--- src/rtl/core/lst_pkg.sv ---
// Shared types, character codes and keyword helper for the source tokenizer.
package lst_pkg;

    // Token kinds as they leave the block
    typedef enum logic [3:0] {
        TK_LAMBDA   = 4'd0,
        TK_EQUAL    = 4'd1,
        TK_OP       = 4'd2,
        TK_IF       = 4'd3,
        TK_THEN     = 4'd4,
        TK_ELSE     = 4'd5,
        TK_BOOL     = 4'd6,
        TK_VARIABLE = 4'd7,
        TK_NAT      = 4'd8,
        TK_INVALID  = 4'd9,
        TK_EOF      = 4'd10
    } token_kind_t;

    // Scanner mode between bytes
    typedef enum logic [1:0] {
        MODE_IDLE = 2'd0,
        MODE_WORD = 2'd1,
        MODE_NUM  = 2'd2,
        MODE_BAD  = 2'd3
    } scan_mode_t;

    // Single-character token codes
    localparam logic [7:0] CH_LAMBDA = 8'h5C;
    localparam logic [7:0] CH_EQUAL  = 8'h3D;
    localparam logic [7:0] CH_PLUS   = 8'h2B;
    localparam logic [7:0] CH_MINUS  = 8'h2D;
    localparam logic [7:0] CH_SLASH  = 8'h2F;
    localparam logic [7:0] CH_STAR   = 8'h2A;
    localparam logic [7:0] CH_AMP    = 8'h26;
    localparam logic [7:0] CH_BAR    = 8'h7C;

    // Keyword prefixes, first byte in the low byte
    localparam logic [39:0] KW_IF    = 40'h00_0000_6669;
    localparam logic [39:0] KW_THEN  = 40'h00_6E65_6874;
    localparam logic [39:0] KW_ELSE  = 40'h00_6573_6C65;
    localparam logic [39:0] KW_TRUE  = 40'h00_6575_7274;
    localparam logic [39:0] KW_FALSE = 40'h65_736C_6166;

    localparam logic [15:0] LEN_MAX = 16'hFFFF;

    // Input transaction
    typedef struct packed {
        logic [7:0] ch;
        logic       end_of_source;
    } src_byte_t;

    // Token without the run marker
    typedef struct packed {
        token_kind_t token_kind;
        logic [23:0] token_start;
        logic [15:0] token_length;
        logic [7:0]  op_char;
    } tok_body_t;

    // Output transaction
    typedef struct packed {
        token_kind_t token_kind;
        logic [23:0] token_start;
        logic [15:0] token_length;
        logic [7:0]  op_char;
        logic        run_last;
    } token_t;

    // All tokens caused by one byte: flushed open token, middle token, eof
    typedef struct packed {
        logic        a_vld;
        tok_body_t   a;
        logic        m_vld;
        tok_body_t   m;
        logic        e_vld;
        logic [23:0] e_start;
    } rec_t;

    // Classify a finished word from its length and stored prefix
    function automatic token_kind_t word_kind(input logic [15:0] len,
                                              input logic [39:0] pre);
        token_kind_t k;
        k = TK_VARIABLE;
        if (len == 16'd2 && pre == KW_IF) begin
            k = TK_IF;
        end
        else if (len == 16'd4 && pre == KW_THEN) begin
            k = TK_THEN;
        end
        else if (len == 16'd4 && pre == KW_ELSE) begin
            k = TK_ELSE;
        end
        else if (len == 16'd4 && pre == KW_TRUE) begin
            k = TK_BOOL;
        end
        else if (len == 16'd5 && pre == KW_FALSE) begin
            k = TK_BOOL;
        end
        return k;
    endfunction

endpackage

--- src/rtl/core/lst_front.sv ---
// Front end: classifies each source byte, tracks the open token, builds token records.
module lst_front #(
    parameter int POSITION_BITS = 24
) (
    input  logic              clk,
    input  logic              rst_n,
    input  logic              accept,
    input  lst_pkg::src_byte_t src,
    output lst_pkg::rec_t     rec,
    output logic              rec_vld
);

    lst_pkg::scan_mode_t       mode_reg, mode_next, mode_mid;
    logic [POSITION_BITS-1:0]  pos_reg, pos_next, pos_inc;
    logic [23:0]               start_reg, start_next, start_mid;
    logic [15:0]               len_reg, len_next, len_mid, len_inc;
    logic [39:0]               prefix_reg, prefix_next, prefix_mid;
    logic [23:0]               pos24;
    logic [7:0]                c;
    logic                      is_alpha, is_digit, is_space, is_op;
    logic                      flush, open_new;

    // Classify the byte
    always_comb
    begin
        c        = src.ch;
        is_alpha = c inside {[8'h61:8'h7A], [8'h41:8'h5A]};
        is_digit = c inside {[8'h30:8'h39]};
        is_space = c inside {8'h20, [8'h09:8'h0D]};
        is_op    = c inside {lst_pkg::CH_PLUS, lst_pkg::CH_MINUS, lst_pkg::CH_SLASH,
                             lst_pkg::CH_STAR, lst_pkg::CH_AMP, lst_pkg::CH_BAR};
    end

    assign pos24   = 24'(pos_reg);
    assign pos_inc = pos_reg + POSITION_BITS'(1);
    assign len_inc = (len_reg == lst_pkg::LEN_MAX) ? len_reg : len_reg + 16'd1;

    // Close the open token on a byte that cannot extend it
    assign flush = (mode_reg == lst_pkg::MODE_WORD && !(is_alpha || is_digit)) ||
                   (mode_reg == lst_pkg::MODE_NUM && !is_digit && !is_alpha);
    assign open_new = (mode_reg == lst_pkg::MODE_IDLE) || flush;

    // Next state: mode and open token after this byte
    always_comb
    begin
        mode_mid   = mode_reg;
        start_mid  = start_reg;
        len_mid    = len_reg;
        prefix_mid = prefix_reg;
        case (mode_reg)
            lst_pkg::MODE_WORD:
            begin
                if (is_alpha || is_digit) begin
                    len_mid = len_inc;
                    if (len_reg < 16'd5) begin
                        prefix_mid = prefix_reg | (40'(c) << {len_reg[2:0], 3'b000});
                    end
                end
                else begin
                    mode_mid = lst_pkg::MODE_IDLE;
                end
            end
            lst_pkg::MODE_NUM:
            begin
                if (is_digit) begin
                    len_mid = len_inc;
                end
                else if (is_alpha) begin
                    len_mid  = len_inc;
                    mode_mid = lst_pkg::MODE_BAD;
                end
                else begin
                    mode_mid = lst_pkg::MODE_IDLE;
                end
            end
            default:
            begin
            end
        endcase
        if (open_new) begin
            if (is_space || c == lst_pkg::CH_LAMBDA || c == lst_pkg::CH_EQUAL || is_op) begin
            end
            else if (is_alpha) begin
                mode_mid   = lst_pkg::MODE_WORD;
                start_mid  = pos24;
                len_mid    = 16'd1;
                prefix_mid = 40'(c);
            end
            else if (is_digit) begin
                mode_mid   = lst_pkg::MODE_NUM;
                start_mid  = pos24;
                len_mid    = 16'd1;
                prefix_mid = '0;
            end
            else begin
                mode_mid = lst_pkg::MODE_BAD;
            end
        end
        // End of source returns everything to reset
        if (src.end_of_source) begin
            mode_next   = lst_pkg::MODE_IDLE;
            pos_next    = '0;
            start_next  = '0;
            len_next    = '0;
            prefix_next = '0;
        end
        else begin
            mode_next   = mode_mid;
            pos_next    = pos_inc;
            start_next  = start_mid;
            len_next    = len_mid;
            prefix_next = prefix_mid;
        end
    end

    // Outputs: tokens caused by this byte
    always_comb
    begin
        rec = '0;
        rec.a.token_kind = lst_pkg::TK_INVALID;
        rec.m.token_kind = lst_pkg::TK_INVALID;
        // Token closed by this byte
        case (mode_reg)
            lst_pkg::MODE_WORD:
            begin
                if (flush) begin
                    rec.a_vld = 1'b1;
                    rec.a     = '{lst_pkg::word_kind(len_reg, prefix_reg), start_reg, len_reg,
                                  8'h00};
                end
            end
            lst_pkg::MODE_NUM:
            begin
                if (flush) begin
                    rec.a_vld = 1'b1;
                    rec.a     = '{lst_pkg::TK_NAT, start_reg, len_reg, 8'h00};
                end
                else if (is_alpha) begin
                    rec.a_vld = 1'b1;
                    rec.a     = '{lst_pkg::TK_INVALID, start_reg, len_inc, 8'h00};
                end
            end
            default:
            begin
            end
        endcase
        // Single-byte token started by this byte
        if (open_new && !is_space && !is_alpha && !is_digit) begin
            rec.m_vld = 1'b1;
            if (c == lst_pkg::CH_LAMBDA) begin
                rec.m = '{lst_pkg::TK_LAMBDA, pos24, 16'd1, 8'h00};
            end
            else if (c == lst_pkg::CH_EQUAL) begin
                rec.m = '{lst_pkg::TK_EQUAL, pos24, 16'd1, 8'h00};
            end
            else if (is_op) begin
                rec.m = '{lst_pkg::TK_OP, pos24, 16'd1, c};
            end
            else begin
                rec.m = '{lst_pkg::TK_INVALID, pos24, 16'd1, 8'h00};
            end
        end
        // End of source: flush open token, then eof
        if (src.end_of_source) begin
            if (mode_mid == lst_pkg::MODE_WORD) begin
                rec.m_vld = 1'b1;
                rec.m     = '{lst_pkg::word_kind(len_mid, prefix_mid), start_mid, len_mid, 8'h00};
            end
            else if (mode_mid == lst_pkg::MODE_NUM) begin
                rec.m_vld = 1'b1;
                rec.m     = '{lst_pkg::TK_NAT, start_mid, len_mid, 8'h00};
            end
            rec.e_vld   = 1'b1;
            rec.e_start = 24'(pos_inc);
        end
        rec_vld = accept && (rec.a_vld || rec.m_vld || rec.e_vld);
    end

    // Hold scanner state; advance on each accepted byte
    always_ff @(posedge clk or negedge rst_n)
    begin
        if (!rst_n) begin
            mode_reg   <= lst_pkg::MODE_IDLE;
            pos_reg    <= '0;
            start_reg  <= '0;
            len_reg    <= '0;
            prefix_reg <= '0;
        end
        else if (accept) begin
            mode_reg   <= mode_next;
            pos_reg    <= pos_next;
            start_reg  <= start_next;
            len_reg    <= len_next;
            prefix_reg <= prefix_next;
        end
    end

    a_eos_resets: assert property (@(posedge clk) disable iff (!rst_n)
        accept && src.end_of_source |=> mode_reg == lst_pkg::MODE_IDLE && pos_reg == '0)
        else $error("scanner not reset after end of source");

    a_bad_silent: assert property (@(posedge clk) disable iff (!rst_n)
        accept && mode_reg == lst_pkg::MODE_BAD && !src.end_of_source |-> !rec_vld)
        else $error("token produced in invalid mode");

    a_eos_eof: assert property (@(posedge clk) disable iff (!rst_n)
        accept && src.end_of_source |-> rec_vld && rec.e_vld)
        else $error("end of source without eof record");

endmodule

--- src/rtl/core/lst_queue.sv ---
// Short record queue that decouples the front end from the token emitter.
module lst_queue #(
    parameter int DEPTH = 4
) (
    input  logic          clk,
    input  logic          rst_n,
    input  logic          wr,
    input  lst_pkg::rec_t din,
    input  logic          rd,
    output lst_pkg::rec_t dout,
    output logic          q_empty,
    output logic          q_full
);

    localparam int PTR_W = $clog2(DEPTH);
    localparam int CNT_W = $clog2(DEPTH + 1);

    lst_pkg::rec_t    mem_reg [DEPTH];
    logic [PTR_W-1:0] wr_ptr_reg, wr_ptr_next, rd_ptr_reg, rd_ptr_next;
    logic [CNT_W-1:0] count_reg, count_next;

    assign q_empty = (count_reg == '0);
    assign q_full  = (count_reg == CNT_W'(DEPTH));
    assign dout    = mem_reg[rd_ptr_reg];

    // Advance pointers with wrap, track fill
    always_comb
    begin
        wr_ptr_next = wr_ptr_reg;
        rd_ptr_next = rd_ptr_reg;
        count_next  = count_reg;
        if (wr) begin
            wr_ptr_next = (wr_ptr_reg == PTR_W'(DEPTH - 1)) ? '0 : wr_ptr_reg + PTR_W'(1);
        end
        if (rd) begin
            rd_ptr_next = (rd_ptr_reg == PTR_W'(DEPTH - 1)) ? '0 : rd_ptr_reg + PTR_W'(1);
        end
        if (wr && !rd) begin
            count_next = count_reg + CNT_W'(1);
        end
        else if (rd && !wr) begin
            count_next = count_reg - CNT_W'(1);
        end
    end

    always_ff @(posedge clk or negedge rst_n)
    begin
        if (!rst_n) begin
            wr_ptr_reg <= '0;
            rd_ptr_reg <= '0;
            count_reg  <= '0;
        end
        else begin
            wr_ptr_reg <= wr_ptr_next;
            rd_ptr_reg <= rd_ptr_next;
            count_reg  <= count_next;
        end
    end

    // Store record
    always_ff @(posedge clk)
    begin
        if (wr) begin
            mem_reg[wr_ptr_reg] <= din;
        end
    end

    a_no_overflow: assert property (@(posedge clk) disable iff (!rst_n)
        !(wr && q_full))
        else $error("record queue overflow");

    a_no_underflow: assert property (@(posedge clk) disable iff (!rst_n)
        !(rd && q_empty))
        else $error("record queue underflow");

    a_fill_step: assert property (@(posedge clk) disable iff (!rst_n)
        wr && !rd |=> count_reg == $past(count_reg) + CNT_W'(1))
        else $error("record queue fill count wrong");

endmodule

--- src/rtl/core/lst_back.sv ---
// Back end: walks each record's tokens in order into the output register.
module lst_back (
    input  logic           clk,
    input  logic           rst_n,
    input  lst_pkg::rec_t  head,
    input  logic           head_vld,
    output logic           head_pop,
    input  logic           pop,
    output logic           empty,
    output lst_pkg::token_t tok
);

    lst_pkg::token_t   out_reg;
    logic              out_vld_reg, out_vld_next;
    logic              done_a_reg, done_a_next, done_m_reg, done_m_next;
    logic              rem_a, rem_m, rem_e, last, load;
    lst_pkg::tok_body_t body;

    assign rem_a = head.a_vld && !done_a_reg;
    assign rem_m = head.m_vld && !done_m_reg;
    assign rem_e = head.e_vld;

    // Pick the oldest token still waiting in the head record
    always_comb
    begin
        if (rem_a) begin
            body = head.a;
            last = !rem_m && !rem_e;
        end
        else if (rem_m) begin
            body = head.m;
            last = !rem_e;
        end
        else begin
            body = '{lst_pkg::TK_EOF, head.e_start, 16'd0, 8'h00};
            last = 1'b1;
        end
    end

    // Load when the output register is free or being drained
    assign load     = head_vld && (!out_vld_reg || pop);
    assign head_pop = load && last;

    always_comb
    begin
        done_a_next  = done_a_reg;
        done_m_next  = done_m_reg;
        out_vld_next = out_vld_reg;
        if (load) begin
            out_vld_next = 1'b1;
            if (last) begin
                done_a_next = 1'b0;
                done_m_next = 1'b0;
            end
            else if (rem_a) begin
                done_a_next = 1'b1;
            end
            else begin
                done_m_next = 1'b1;
            end
        end
        else if (pop) begin
            out_vld_next = 1'b0;
        end
    end

    always_ff @(posedge clk or negedge rst_n)
    begin
        if (!rst_n) begin
            out_vld_reg <= 1'b0;
            done_a_reg  <= 1'b0;
            done_m_reg  <= 1'b0;
        end
        else begin
            out_vld_reg <= out_vld_next;
            done_a_reg  <= done_a_next;
            done_m_reg  <= done_m_next;
        end
    end

    // Hold the presented transaction until taken
    always_ff @(posedge clk)
    begin
        if (load) begin
            out_reg <= '{body.token_kind, body.token_start, body.token_length, body.op_char,
                         last};
        end
    end

    assign empty = !out_vld_reg;
    assign tok   = out_reg;

endmodule

--- src/rtl/core/lambda_source_tokenizer_core.sv ---
// Top level of the byte-serial source tokenizer.
//
//   channel  | ports                   | moves
//   ---------+-------------------------+----------------------------------------
//   source   | push, full, src         | one source byte and end-of-source mark
//   tokens   | empty, pop, tok         | one token: kind, start, length, op, last
//
// A byte is accepted in any cycle that the record queue is not full, one per cycle.
// Each byte yields zero to three tokens; the emitter delivers one token per cycle while
// tok is popped, so a byte with several tokens holds the back end and the record queue
// (QUEUE_DEPTH entries) absorbs the difference. A token passes the record queue, then
// the output register. Reset clears scanner mode, position and queue pointers at once.
module lambda_source_tokenizer_core #(
    parameter int POSITION_BITS = 24,
    parameter int QUEUE_DEPTH   = 4
) (
    input  logic               clk,
    input  logic               rst_n,
    input  logic               push,
    output logic               full,
    input  lst_pkg::src_byte_t src,
    output logic               empty,
    input  logic               pop,
    output lst_pkg::token_t    tok
);

    logic          accept, rec_vld, q_empty, q_full, q_rd;
    lst_pkg::rec_t rec, head;

    assign full   = q_full;
    assign accept = push && !q_full;

    lst_front #(
        .POSITION_BITS(POSITION_BITS)
    ) u_front (
        .clk     (clk),
        .rst_n   (rst_n),
        .accept  (accept),
        .src     (src),
        .rec     (rec),
        .rec_vld (rec_vld)
    );

    lst_queue #(
        .DEPTH(QUEUE_DEPTH)
    ) u_queue (
        .clk     (clk),
        .rst_n   (rst_n),
        .wr      (rec_vld),
        .din     (rec),
        .rd      (q_rd),
        .dout    (head),
        .q_empty (q_empty),
        .q_full  (q_full)
    );

    lst_back u_back (
        .clk      (clk),
        .rst_n    (rst_n),
        .head     (head),
        .head_vld (!q_empty),
        .head_pop (q_rd),
        .pop      (pop),
        .empty    (empty),
        .tok      (tok)
    );

endmodule

--- config.mk ---
export PLATFORM = sky130hd
export DESIGN_NAME = lambda_source_tokenizer_core
export DESIGN_NICKNAME = d
export VERILOG_FILES = /design/src/rtl/core/lst_pkg.sv /design/src/rtl/core/lst_front.sv /design/src/rtl/core/lst_queue.sv /design/src/rtl/core/lst_back.sv /design/src/rtl/core/lambda_source_tokenizer_core.sv
export SDC_FILE = /design/constraint.sdc
export NUM_CORES = 1
export LEC_CHECK = 0
export ABC_AREA = 1
export CAP_MARGIN = 40
export CORE_ASPECT_RATIO = 0.6
export CORE_MARGIN = 8
export CORE_UTILIZATION = 50
export CTS_CLUSTER_DIAMETER = 80
export DETAILED_ROUTE_END_ITERATION = 7
export DONT_BUFFER_PORTS = 1
export GPL_TIMING_DRIVEN = 0
export HOLD_SLACK_MARGIN = 0.15
export PLACE_DENSITY = 0.65
export SLEW_MARGIN = 15
export SYNTH_ARGS = -nofsm -noshare
export SYNTH_HDL_FRONTEND = slang
export SYNTH_HIERARCHICAL = 1
export SYNTH_SLANG_ARGS = --single-unit
--- constraint.sdc ---
create_clock -name clk -period 15 [get_ports clk]
set_input_delay 3 -clock clk [delete_from_list [all_inputs] [get_ports clk]]
set_output_delay 3 -clock clk [all_outputs]
set_load 0.1 [all_outputs]
# After elaboration in Yosys (flattened, before gate mapping)
# Memory sizes are Yosys's and may differ from the RTL's.
# Index checks and enable logic that the tools add are counted.
# totals
ramBits,524
register_bits,169
elab_cells,199
out_inout_bits,55
memories,1
# classes
reduce_logical,61
muxes,70
n_eq_ne,34
bitwise,1
n_shift,1
add_sub_neg,6
magnitude_cmp,9
# memory_table
memory,depth,word_bits,rd,rd_ports_with_merged_regs,write_ports,line,rtl
u_queue.mem_reg,4,131,1,0,1,lst_queue.sv:18,lst_pkg::rec_t mem_reg [DEPTH];
# ops
operator,count
$mux W40,8
$mux W53,6
$mux W52,5
$eq A40 B31 Y1 const B,6
$mux W16,9
$mux W24,6
$pmux W53 S2,1
$eq A40 B15 Y1 const B,2
$eq A40 B39 Y1 const B,2
$mux W78,1
$eq A16 B3 Y1 const B,4
$eq A8 B6 Y1 const B,7
$or A40 B40 Y40,1
$shl A8 B6 Y40,1
$eq A16 B2 Y1 const B,2
$mux W4,8
$pmux W16 S2,1
$logic_and A1 B1 Y1,29
$add A24 B1 Y24 const B,1
$mux W2,9
$add A16 B1 Y16 const B,1
$eq A16 B16 Y1 const B,1
$eq A8 B7 Y1 const B,2
$ge A8 B7 Y1 const B,2
23 further kinds,67

# Depth between registers and ports, before layout
# logic_depth
word_depth,26
ltp_mapped,22

# Modules after synthesis
# The synthesis kept the hierarchy.
# modules_own_cells
module,instances,seq_area_each_um2,cells_each,area_each_um2
lst_queue,1,15910.3,1581,21146.5
lst_front,1,2652.5,1378,8797.2
lst_back,1,1666.6,305,2816.5
lambda_source_tokenizer_core,1,0.0,3,13.8

# Worst setup path before layout
# Ideal clock, no wire load.
# synth_timing
path_type,input to register
start,input port src[2] in the netlist's numbering
end,memory u_queue/mem_reg[0][0] in the netlist's numbering (enable)
n_path_buf,2
cell_stages,11
required_ns,14.516
setup_slack_ns,7.292
arrival_time_ns,7.224
setup_ns,0.484
cell_sequence,buf_4 -> nor2_1 -> nand3_1 -> nand3_4 -> nand3_2 -> inv_1 -> buf_2 -> o21ai_1 -> a31oi_1 -> nand2_1 -> inv_1
# synth_via
elab_chain_len,20
# synth_rtl
element,line,rtl
start: declaration,lambda_source_tokenizer_core.sv:21,"input lst_pkg::src_byte_t src,"
"parallel branches: the longest is 15 deep, another holds $ge A8 B7 Y1",n/a,
$logic_or A1 B1 Y1 (*) (2 in a row),lst_front.sv:176,rec_vld = accept && (rec.a_vld || rec.m_vld || rec.e_vld);
$logic_and A1 B1 Y1 (*),lst_front.sv:176,
named net rec_vld,lambda_source_tokenizer_core.sv:27,"logic accept, rec_vld, q_empty, q_full, q_rd;"
$mux W1 (*),lst_queue.sv:63,if (wr) begin
$mux W1 (implied by the code) (*),lst_queue.sv:64,mem_reg[wr_ptr_reg] <= din;
end: declaration,lst_queue.sv:18,
# Mark *: on every way through the listed nets, which the timed path passes.

==> impl_results.html <==
<table>
<tr><th>Metric</th><th>Value</th></tr>
<tr><th colspan="2">Setup path</th></tr>
<tr><td>CP endpoint kind</td><td>flip-flop</td></tr>
<tr><td>CP dominant cell by count</td><td>sky130_fd_sc_hd__nand2_1</td></tr>
<tr><td>Crit Reg-Reg Startpoint</td><td>u_front/len_reg[1]</td></tr>
<tr><td>Register-to-Register Setup Slack</td><td>~11 ns</td></tr>
<tr><td>Kind of critical path</td><td>in -&gt; reg</td></tr>
<tr><td>Startpoint class of the critical path</td><td>primary input</td></tr>
<tr><td>Family of cells with the greatest summed delay on the critical path</td><td>simple AND/OR/NAND/NOR gates</td></tr>
<tr><td>WP data required</td><td>15.30 ns</td></tr>
<tr><td>R2R depth</td><td>17</td></tr>
<tr><td>Critical path peak fanout</td><td>10</td></tr>
<tr><td>Total buffers and inverters traversed by the critical path</td><td>3</td></tr>
<tr><td>Slowest library cell on the worst path</td><td>sky130_fd_sc_hd__o21ai_0</td></tr>
<tr><td>Stage delay of the slowest cell on the critical path</td><td>0.58 ns</td></tr>
<tr><td>Reg-to-reg endpoint</td><td>u_queue/mem_reg[1][73]</td></tr>
<tr><td>Arrival time at the worst endpoint</td><td>between 6 and 7 ns</td></tr>
<tr><td>Crit-path cells</td><td>buf_4 &gt; inv_1 &gt; nand2_1 &gt; nor2_1 &gt; nand2_1 &gt; nand4_4 &gt; nor2_8 &gt; nand3_4 &gt; buf_6 &gt; nand2_1 &gt; nor2_1 &gt; nand2_1 &gt; nor2_1 &gt; nand2_1 &gt; o21ai_0 &gt; nand3_1 &gt; nand3_1 &gt; nand2_1</td></tr>
<tr><th colspan="2">CTS</th></tr>
<tr><td>CTS tree</td><td>built</td></tr>
<tr><td>CTS root buffer</td><td>sky130_fd_sc_hd__clkbuf_16</td></tr>
<tr><td>Clock-pin slew reported for the worst setup and hold paths after clock tree synthesis</td><td>0.06 ns</td></tr>
<tr><td>Worst-skew pair later-pin latency</td><td>0.63 ns</td></tr>
<tr><td>Number of clock buffers inserted by TritonCTS</td><td>67</td></tr>
<tr><td>Number of buffers added to fix hold violations after cts</td><td>0</td></tr>
<tr><td>Setup bufs post-CTS</td><td>0</td></tr>
<tr><td>Count of clock tree sinks</td><td>a little under 700</td></tr>
<tr><td>CTS H-tree depth</td><td>3</td></tr>
<tr><td>Buffer depth of the longest clock path</td><td>3</td></tr>
<tr><td>Number of resized instances in the post-cts repair step</td><td>0</td></tr>
<tr><th colspan="2">Timing</th></tr>
<tr><td>Period Utilization, post-route</td><td>0.409</td></tr>
<tr><td>Final critical delay including setup and external delays</td><td>about 6.1 ns</td></tr>
<tr><td>Tightest Pin Transition</td><td>slightly below 0.9 ns</td></tr>
<tr><td>Setup_tns</td><td>0 ns</td></tr>
<tr><td>Max-slew violation count</td><td>0</td></tr>
<tr><td>Setup repair after global routing missed its margin</td><td>false</td></tr>
<tr><td>Hold Violations, Final</td><td>0</td></tr>
<tr><td>Setup-violating endpoint count in the final report</td><td>0</td></tr>
<tr><td>Rel. slew slack</td><td>0.405</td></tr>
<tr><td>Final hold slack</td><td>0.499 ns</td></tr>
<tr><td>Maximum clock frequency</td><td>0.163 GHz</td></tr>
<tr><td>Max Clock Skew</td><td>a little over 0.02 ns</td></tr>
<tr><td>Worst Setup Slack, final</td><td>8.87 ns</td></tr>
<tr><th colspan="2">Layout</th></tr>
<tr><td>Fraction of layout instances using a drive strength above 1</td><td>0.0952</td></tr>
<tr><td>Area Overhead vs Synth</td><td>13.0%</td></tr>
<tr><td>Fill cell total of the finished layout</td><td>5329</td></tr>
<tr><td>Final standard cell count with taps included and fillers excluded</td><td>4298</td></tr>
<tr><td>Count of nets after finishing</td><td>3421</td></tr>
<tr><td>Flip-flop count of the largest register, all copies and words added</td><td>524</td></tr>
<tr><td>Commonest cells after routing, fill and taps aside</td><td>sky130_fd_sc_hd__nand2_1 (859), sky130_fd_sc_hd__edfxtp_1 (577), sky130_fd_sc_hd__inv_1 (468)</td></tr>
<tr><td>Commonest non-fill, non-tap cell in the layout</td><td>sky130_fd_sc_hd__nand2_1</td></tr>
<tr><td>Share of the core filled with cells in the final layout</td><td>0.573</td></tr>
<tr><td>Fin area</td><td>0.0370 mm^2</td></tr>
<tr><th colspan="2">Hold path</th></tr>
<tr><td>Min-Delay Path Class</td><td>reg -&gt; reg</td></tr>
<tr><td>Launch instance of the worst min-delay path</td><td>u_back/done_a_reg</td></tr>
<tr><td>Hold Path Sink</td><td>u_back/done_a_reg</td></tr>
<tr><td>Cell count of the worst hold path</td><td>2</td></tr>
<tr><th colspan="2">Synth</th></tr>
<tr><td>Proportion of register bits with asynchronous set or reset after synthesis</td><td>0.167</td></tr>
<tr><td>Yosys synthesis warning count</td><td>6</td></tr>
<tr><td>Post-Synthesis Cell Area</td><td>approximately 0.033 mm^2</td></tr>
<tr><td>Share of synthesized area occupied by flip-flops and latches</td><td>0.617</td></tr>
<tr><td>Total of flip-flops plus latches after synthesis</td><td>approximately 690</td></tr>
<tr><td>Main flop type after synthesis</td><td>sky130_fd_sc_hd__edfxtp_1</td></tr>
<tr><td>Number of instances in the synthesized netlist</td><td>3267</td></tr>
<tr><td>Per-instance average area after synthesis</td><td>10.0 um^2</td></tr>
<tr><td>Number of different library cells in the post-synthesis netlist</td><td>between 40 and 50</td></tr>
<tr><td>Number of enable flip-flop cells after synthesis</td><td>about 580</td></tr>
<tr><th colspan="2">Status</th></tr>
<tr><td>Status</td><td>finished clean</td></tr>
<tr><th colspan="2">Global routing</th></tr>
<tr><td>Vias in the first global route</td><td>23900</td></tr>
<tr><td>Residual overflow from global routing</td><td>0</td></tr>
<tr><td>Pin count of the biggest net entering global routing</td><td>117</td></tr>
<tr><td>Number of antenna violations at the first check in global routing</td><td>2</td></tr>
<tr><td>Overall Global Routing Usage</td><td>0.281</td></tr>
<tr><td>Wire length of the first global-routing pass</td><td>158000 um</td></tr>
<tr><th colspan="2">Detailed routing</th></tr>
<tr><td>DR vias/cell</td><td>5.92</td></tr>
<tr><td>Routed via count</td><td>25400</td></tr>
<tr><td>Detail-routed net length per standard cell</td><td>between 20 and 25 um</td></tr>
<tr><td>Final antenna-violating net count</td><td>0</td></tr>
<tr><td>Number of detailed-routing iterations run before antenna repair</td><td>6</td></tr>
<tr><td>Count of unresolved DRC violations after routing</td><td>0</td></tr>
<tr><td>Total wirelength of the detailed-routed design</td><td>roughly 110000 um</td></tr>
<tr><td>Initial drt markers</td><td>3550</td></tr>
<tr><th colspan="2">Placement</th></tr>
<tr><td>Placement-stage cell area</td><td>between 0.03 and 0.04 mm^2</td></tr>
<tr><td>Quantity of I/O buffers inserted on ports</td><td>0</td></tr>
<tr><td>GP Congestion</td><td>0.963</td></tr>
<tr><td>Post-place setup slack</td><td>7.92 ns</td></tr>
<tr><td>Cell Count Post-Placement</td><td>approximately 4200</td></tr>
<tr><td>Detail Placement HPWL</td><td>74900 um</td></tr>
<tr><th colspan="2">Floorplanning</th></tr>
<tr><td>Starting density of the core</td><td>0.507</td></tr>
<tr><td>FP Rows</td><td>72</td></tr>
<tr><td>Chip height</td><td>around 210 um</td></tr>
<tr><td>CORE AREA</td><td>~0.065 mm^2</td></tr>
<tr><td>Horizontal extent of the die</td><td>about 350 um</td></tr>
<tr><td>Area of the die</td><td>0.0743 mm^2</td></tr>
<tr><td>Count of boundary I/O pins</td><td>68</td></tr>
<tr><th colspan="2">Run</th></tr>
<tr><td>Max_cap viols</td><td>0</td></tr>
<tr><th colspan="2">Pwr</th></tr>
<tr><td>Power density normalized to cell area</td><td>224 mW/mm^2</td></tr>
<tr><td>Total power consumption of the routed design</td><td>8.30 mW</td></tr>
<tr><td>Maximum vdd drop</td><td>about 0.00017 V</td></tr>
<tr><td>Leak Pwr</td><td>15.2 nW</td></tr>
</table>
==> synthesized netlist by cell type (3+ instances only) <==
cell | count | area (um^2)
sky130_fd_sc_hd__inv_1 | 472 | 1770
sky130_fd_sc_hd__o211ai_1 | 277 | 2080
sky130_fd_sc_hd__clkinv_1 | 4 | 15.0
sky130_fd_sc_hd__buf_4 | 29 | 218
sky130_fd_sc_hd__dfrtp_1 | 116 | 2900
sky130_fd_sc_hd__o211ai_2 | 10 | 125
sky130_fd_sc_hd__buf_2 | 49 | 245
sky130_fd_sc_hd__buf_6 | 37 | 417
sky130_fd_sc_hd__xor2_1 | 23 | 201
sky130_fd_sc_hd__nor2_1 | 205 | 769
sky130_fd_sc_hd__xnor2_1 | 3 | 26.3
sky130_fd_sc_hd__nand2_2 | 11 | 68.8
sky130_fd_sc_hd__nand4_1 | 72 | 450
sky130_fd_sc_hd__nand2_1 | 859 | 3220
sky130_fd_sc_hd__inv_2 | 12 | 45.0
sky130_fd_sc_hd__nor2_2 | 9 | 56.3
sky130_fd_sc_hd__nand3_1 | 119 | 596
sky130_fd_sc_hd__edfxtp_1 | 577 | 17300
sky130_fd_sc_hd__nor2_4 | 3 | 33.8
sky130_fd_sc_hd__nand3_2 | 6 | 60.1
sky130_fd_sc_hd__nor4_1 | 19 | 119
sky130_fd_sc_hd__nor3_1 | 19 | 95.1
sky130_fd_sc_hd__ha_1 | 14 | 175
sky130_fd_sc_hd__clkbuf_1 | 69 | 259
sky130_fd_sc_hd__o21ai_1 | 40 | 200
sky130_fd_sc_hd__o21ai_0 | 77 | 385
sky130_fd_sc_hd__o22ai_1 | 86 | 538
sky130_fd_sc_hd__a21oi_1 | 25 | 125
==> power by group <==
group	internal (mW)	leakage (nW)	switching, mW	total (mW)
registers	2.65	7.01	0.351	3.01
clock network	0.947	1.05	0.736	1.68
logic	0.984	7.16	2.63	3.61
==> logic make-up (layout without fill, tap and decap cells) <==
group / after synthesis / after routing / synth area share
buffers and inverters: 675 / 846 / 0.0910
adder cells (fa/ha/maj): 15 / 15 / 0.00596
AND/OR/NAND/NOR: 1333 / 1333 / 0.171
flip-flops: 693 / 693 / 0.617
other: 1 / 10 / 0.000114
XOR/XNOR: 26 / 26 / 0.00695
AO/OA/AOI/OAI: 524 / 524 / 0.108
==> worst register-to-register path, delay by kind of cell, from the launching register on <==
family | cells | cell delay, ns
buffers and inverters | 2 | 0.61
AO/OA/AOI/OAI | 3 | 1.17
AND/OR/NAND/NOR | 11 | 1.67
adder cells (fa/ha/maj) | 1 | 0.35
flip-flops | 1 | 0.38
==> layer usage <==
layer  part of all wire  GRT usage
met5            0.00011          0
met2               0.40      0.377
met3               0.13     0.0756
met4              0.018     0.0614
met1               0.45      0.446
==> final cells by class <==
cell class                 instances  area [um^2]  area share
sequential                       693        20200       0.546
multi-input combinational       1907         9610       0.259
antenna                            1         2.50   0.0000676
buffer                           186         1150      0.0309
clock buffer                      88         1820      0.0491
inverter                         489         1870      0.0504
clock inverter                    34          325     0.00878
timing repair buffer              49          972      0.0263
tap                              851         1060      0.0288
==> how the worst max path moves through the flow <==
stage,cells past startpoint,end,start,slack [ns]
floorplan,11,u_queue/mem_reg[0][0],src[2],7.29
global placement,12,u_queue/mem_reg[1][86],src[4],3.90
detailed placement,13,u_queue/mem_reg[3][86],src[4],7.92
CTS,13,u_queue/mem_reg[2][21],src[4],8.55
global route,17,u_queue/mem_reg[2][73],src[5],8.76
finish,18,u_queue/mem_reg[1][73],src[1],8.87
(Power assumes the default switching activity.)
